[config.mk]
export PLATFORM = sky130hd
export DESIGN_NAME = bsa_map_ram
export DESIGN_NICKNAME = d
export VERILOG_FILES = /design/src/rtl/bsa_pkg.sv /design/src/rtl/bsa_map_ram.sv
export SDC_FILE = /design/constraint.sdc
export NUM_CORES = 2
export LEC_CHECK = 0
export ABC_CLOCK_PERIOD_IN_PS = 9200
export BUFFER_PORTS_ARGS = -buffer_cell sky130_fd_sc_hd__buf_2
export CORE_AREA = 2 2 510 512
export DETAILED_ROUTE_END_ITERATION = 10
export DIE_AREA = 0 0 512 514
export GPL_TIMING_DRIVEN = 0
export PLACE_DENSITY = 0.77
export SLEW_MARGIN = 15
export SYNTH_ARGS = -nofsm -noshare
export SYNTH_HDL_FRONTEND = slang
export SYNTH_SLANG_ARGS = --single-unit
[constraint.sdc]
create_clock -name clk -period 9.2 [get_ports clk]
set_input_delay 0.46 -clock clk [delete_from_list [all_inputs] [get_ports clk]]
set_output_delay 0.46 -clock clk [all_outputs]
set_load 0.01 [all_outputs]
[src/rtl/bsa_pkg.sv]
// ----------------------------------------------------------------------------
// bsa_pkg: shared types and constants for the bitmap slot allocator
// Word layout, action and status codes, controller states, leading-ones count.
// ----------------------------------------------------------------------------
package bsa_pkg;

	localparam int WORD_BITS = 64;
	localparam int SLOT_W    = 12;
	localparam int ACT_W     = 2;
	localparam int STAT_W    = 2;
	localparam int CFG_W     = 7;
	localparam int BIT_W     = 6;

	typedef logic [WORD_BITS-1:0] bsa_word_t;

	localparam bsa_word_t ALL_ONES = 64'hFFFF_FFFF_FFFF_FFFF;
	localparam bsa_word_t TOP_BIT  = 64'h8000_0000_0000_0000;

	typedef enum logic [ACT_W-1:0] {
		ACT_ALLOC  = 2'd0,
		ACT_FREE   = 2'd1,
		ACT_REWIND = 2'd2,
		ACT_CLEAR  = 2'd3
	} bsa_action_t;

	typedef enum logic [STAT_W-1:0] {
		STAT_DONE  = 2'd0,
		STAT_FULL  = 2'd1,
		STAT_RANGE = 2'd2
	} bsa_status_t;

	typedef enum logic [2:0] {
		S_SWEEP,
		S_IDLE,
		S_SCAN,
		S_FREE,
		S_DONE
	} bsa_state_t;

	// count of leading ones from the MSB; the highest zero bit wins
	function automatic logic [BIT_W-1:0] lead_ones(input bsa_word_t w);
		logic [BIT_W-1:0] n;
		n = '0;
		for (int i = 0; i < WORD_BITS; i++) begin
			if (!w[i]) begin
				n = BIT_W'(WORD_BITS - 1 - i);
			end
		end
		return n;
	endfunction

endpackage

[src/rtl/bsa_map_ram.sv]
// ----------------------------------------------------------------------------
// bsa_map_ram: occupancy bitmap storage
// One write port, one read port, registered read data.
// ----------------------------------------------------------------------------
module bsa_map_ram #(
	parameter int DEPTH = 64,
	parameter int AW    = 6
) (
	input  logic               clk,
	input  logic               we,
	input  logic [AW-1:0]      waddr,
	input  bsa_pkg::bsa_word_t wdata,
	input  logic [AW-1:0]      raddr,
	output bsa_pkg::bsa_word_t rdata
);
	import bsa_pkg::*;

	bsa_word_t mem [DEPTH];

	always_ff @(posedge clk) begin
		if (we) begin
			mem[waddr] <= wdata;
		end
	end

	always_ff @(posedge clk) begin
		rdata <= mem[raddr];
	end

endmodule

==> metrics.cfg <==
[route]
via_count = 81800
wirelength_um = 456000
dr.pass1.iters = 8
drt_iter0_drc = 14900
vias_per_cell = 7.37
antenna_left = 0
drcViolationCount = 0
post_drt_wl_per_cell_um = 41.1

[finish]
utilization_pct = 69.5
drive_gt1_share_pct = 29.3
area_growth_pct = 14.7
fin_nets = 7437
fillers = 13900

[sta]
maxSlewHeadroom_pct = 8.98
grt_setup_unrepaired = no
min_period_ns = 3.84
finalMaxSlewViolations = 0
fmax_mhz = 260
whs_ns = -0.0220
period_share_pct = 41.7
finalSetupViolCount = 0
fin_skew_ns = 0.0541
fin_ws_ns = 5.36
worst_pin_slew_ns = 1.35
hold_violations = 38

[hold_path]
min_to = mem[27][41]
hp-start = wdata[41]
hp-class = input pin to flip-flop
hold_depth = 1

[pwr]
p_int_w = 0.0310
max-vdd-ir-drop_v = 0.000242
switchingPower_w = 0.00859
clkPwrFrac_pct = 41.5
p_seq_share_pct = 53.1
p_per_area_nw_per_um2 = 221
pwr-share-comb_pct = 5.4
leakage_nw = 56.4
power.total_w = 0.0396
p_sw_share_pct = 21.7

[placed_design]
gp_congestion = 0.853
dp_slack_ns = 4.58
port_buffers = 133
hpwl_um = 272000

[yosys]
synth_largest_area_cell = edfxtp_1
synth-edff-count = 4096
synth-seq-cells = 4160
ys.flop_type = edfxtp_1
seq_area_frac_synth_pct = 79.5
synth_top_cells_by_area = edfxtp_1 79%, mux4_2 15%, mux2i_1 0.86%
syn_area_um2 = 156000
synth_top_area_share_pct = 78.7
synthCells = 6598
synthArstFlopShare_pct = 0
yosysWarnings = 0
syn_nets = 6676
syn_area_per_cell_um2 = 23.7
synth_cell_types = 33

[floorplan]
initial_utilization_pct = 60.6
die_h_um = 514
core_region_area_um2 = 258000
die_w_um = 512
rows = 187
die-area_um2 = 263000
pin_count = 142

[outcome]
status = finished, violations left
violations = hold timing

[global_route]
overflow = 0
grtUsageTotal_pct = 34.6
grt_pass1_vias = 82000
grt_max_degree = 65
antenna_found_initial = 41
grt_pass1_wl_um = 629000

[clock_network]
ctsRootBufferMaster = clkbuf_16
cts_tree = built
postCtsSetupBuffers = 0
clkTransAtPathRegs_ns = 0.06
holdBufCountCts = 0
clock_path_buffers = 4
post_cts_resized = 0
clk_latency_ns = 1.05
clock_sinks = 4160
cts_buffers = 404
h-tree-depth = 5

[setup_path]
crit_path_max_fanout = 11
startpoint_type = input pin
reg2reg_to = rdata[51]
criticalPathCategory = input pin to flip-flop
reg2reg_setup_slack_ns = 6.30
worstPathRequired_ns = 10.01
rr_startpoint = mem[58][51]
cp-end-kind = flip-flop
arrival_ns = 4.65
reg2reg_depth = 5

[run]
maxCapViolCount = 0

[logic make-up after synthesis]
kind of cell    after synthesis  synth area share [%]
compound gates              504                  2.48
buf+inv                     389                  1.18
flops                      4160                  79.5
mux                        1159                  15.6
simple gates                386                  1.24
[worst max-delay path, stage by stage]
cell and delay [ns]:
buf_2 0.25, buf_4 0.27, buf_2 0.60, buf_2 0.76, buf_4 0.38, mux2i_1 0.48
nand2_1 0.12, a41oi_1 1.00, a211oi_1 0.29
[through the flow]
step	TNS [ns]	cell area, um2	cells
finish	0	179000	11100
global route	0	179000	11100
CTS	0	179000	11100
floorplan	0	156000	6598
global placement	-333.38	161000	10100
detailed placement	0	166000	10300
[metal layers]
layer  up-vias  global-route usage [%]  share of wire [%]
li1      30000                       -                  -
met1     42100                    43.5                 31
met2      7994                    53.8                 47
met3      1714                    11.4                 15
met4        32                    19.4                6.9
met5         -                       0              0.044
[cell usage after synthesis, drive strengths merged, types with 3 or more instances]
master   number
a211oi       63
a22o         88
a22oi       168
a2bb2oi      19
a31oi        18
a41oi        26
and2          3
and3         64
buf         230
clkbuf      140
dfxtp        64
edfxtp     4096
inv          19
mux2i       135
mux4       1024
nand2        58
nand2b       11
nand3        45
nor2        112
nor2b        28
o221ai       38
o22ai        83
or2          28
or3          29
[registers in the layout (all words and copies together) (netlist names)]
name	cells
rdata	64
mem	4096
[cells in the final DEF (no fill, tap or decap), types with 12 or more instances in the layout]
cell type,instances
a211oi_1,63
a22o_1,88
a22oi_1,168
a2bb2oi_1,19
a31oi_1,16
a41oi_1,23
and3_1,64
buf_1,19
buf_12,157
buf_16,41
buf_2,243
buf_4,113
bufinv_16,40
clkbuf_1,216
clkbuf_16,410
clkinv_1,80
clkinv_2,80
clkinvlp_4,12
dfxtp_1,64
diode_2,26
edfxtp_1,4096
inv_1,19
mux2i_1,135
mux4_2,1024
nand2_1,58
nand3_1,45
nor2_1,49
nor2_4,62
nor2b_1,28
o221ai_1,38
o22ai_1,83
or2_2,28
or3_1,29
[worst max-delay path by stage]
| stage | start | endpoint | slack [ns] |
|---|---|---|---|
| after floorplan | waddr[3] | mem[48][0] | 3.30 |
| after global placement | waddr[3] | mem[48][35] | -2.65 |
| after detailed placement | raddr[0] | rdata[31] | 4.58 |
| after CTS | raddr[0] | rdata[31] | 5.58 |
| after global routing | raddr[2] | rdata[58] | 5.46 |
| final | raddr[2] | rdata[58] | 5.36 |
[power by group through the flow]
stage                     logic (W)  clock network (W)  registers, W
after global placement      0.00188                  0        0.0214
after floorplan            0.000977                  0        0.0214
after CTS                   0.00204             0.0164        0.0210
after global routing        0.00217             0.0170        0.0210
after detailed placement    0.00199                  0        0.0214
final                       0.00213             0.0164        0.0210
[cell type report]
type	instances	area (um2)	share of cell area, %
Antenna cell	26	65.1	0.0363
Buffer	370	1780	0.995
Clock buffer	500	10700	5.96
Clock inverter	224	2120	1.18
Inverter	19	71.3	0.0398
Multi-Input combinational cell	2049	30700	17.1
Sequential cell	4160	124000	69.3
Tap cell	3402	4260	2.37
Timing Repair Buffer	355	5290	2.95
Power figures use the tool's default switching activity.
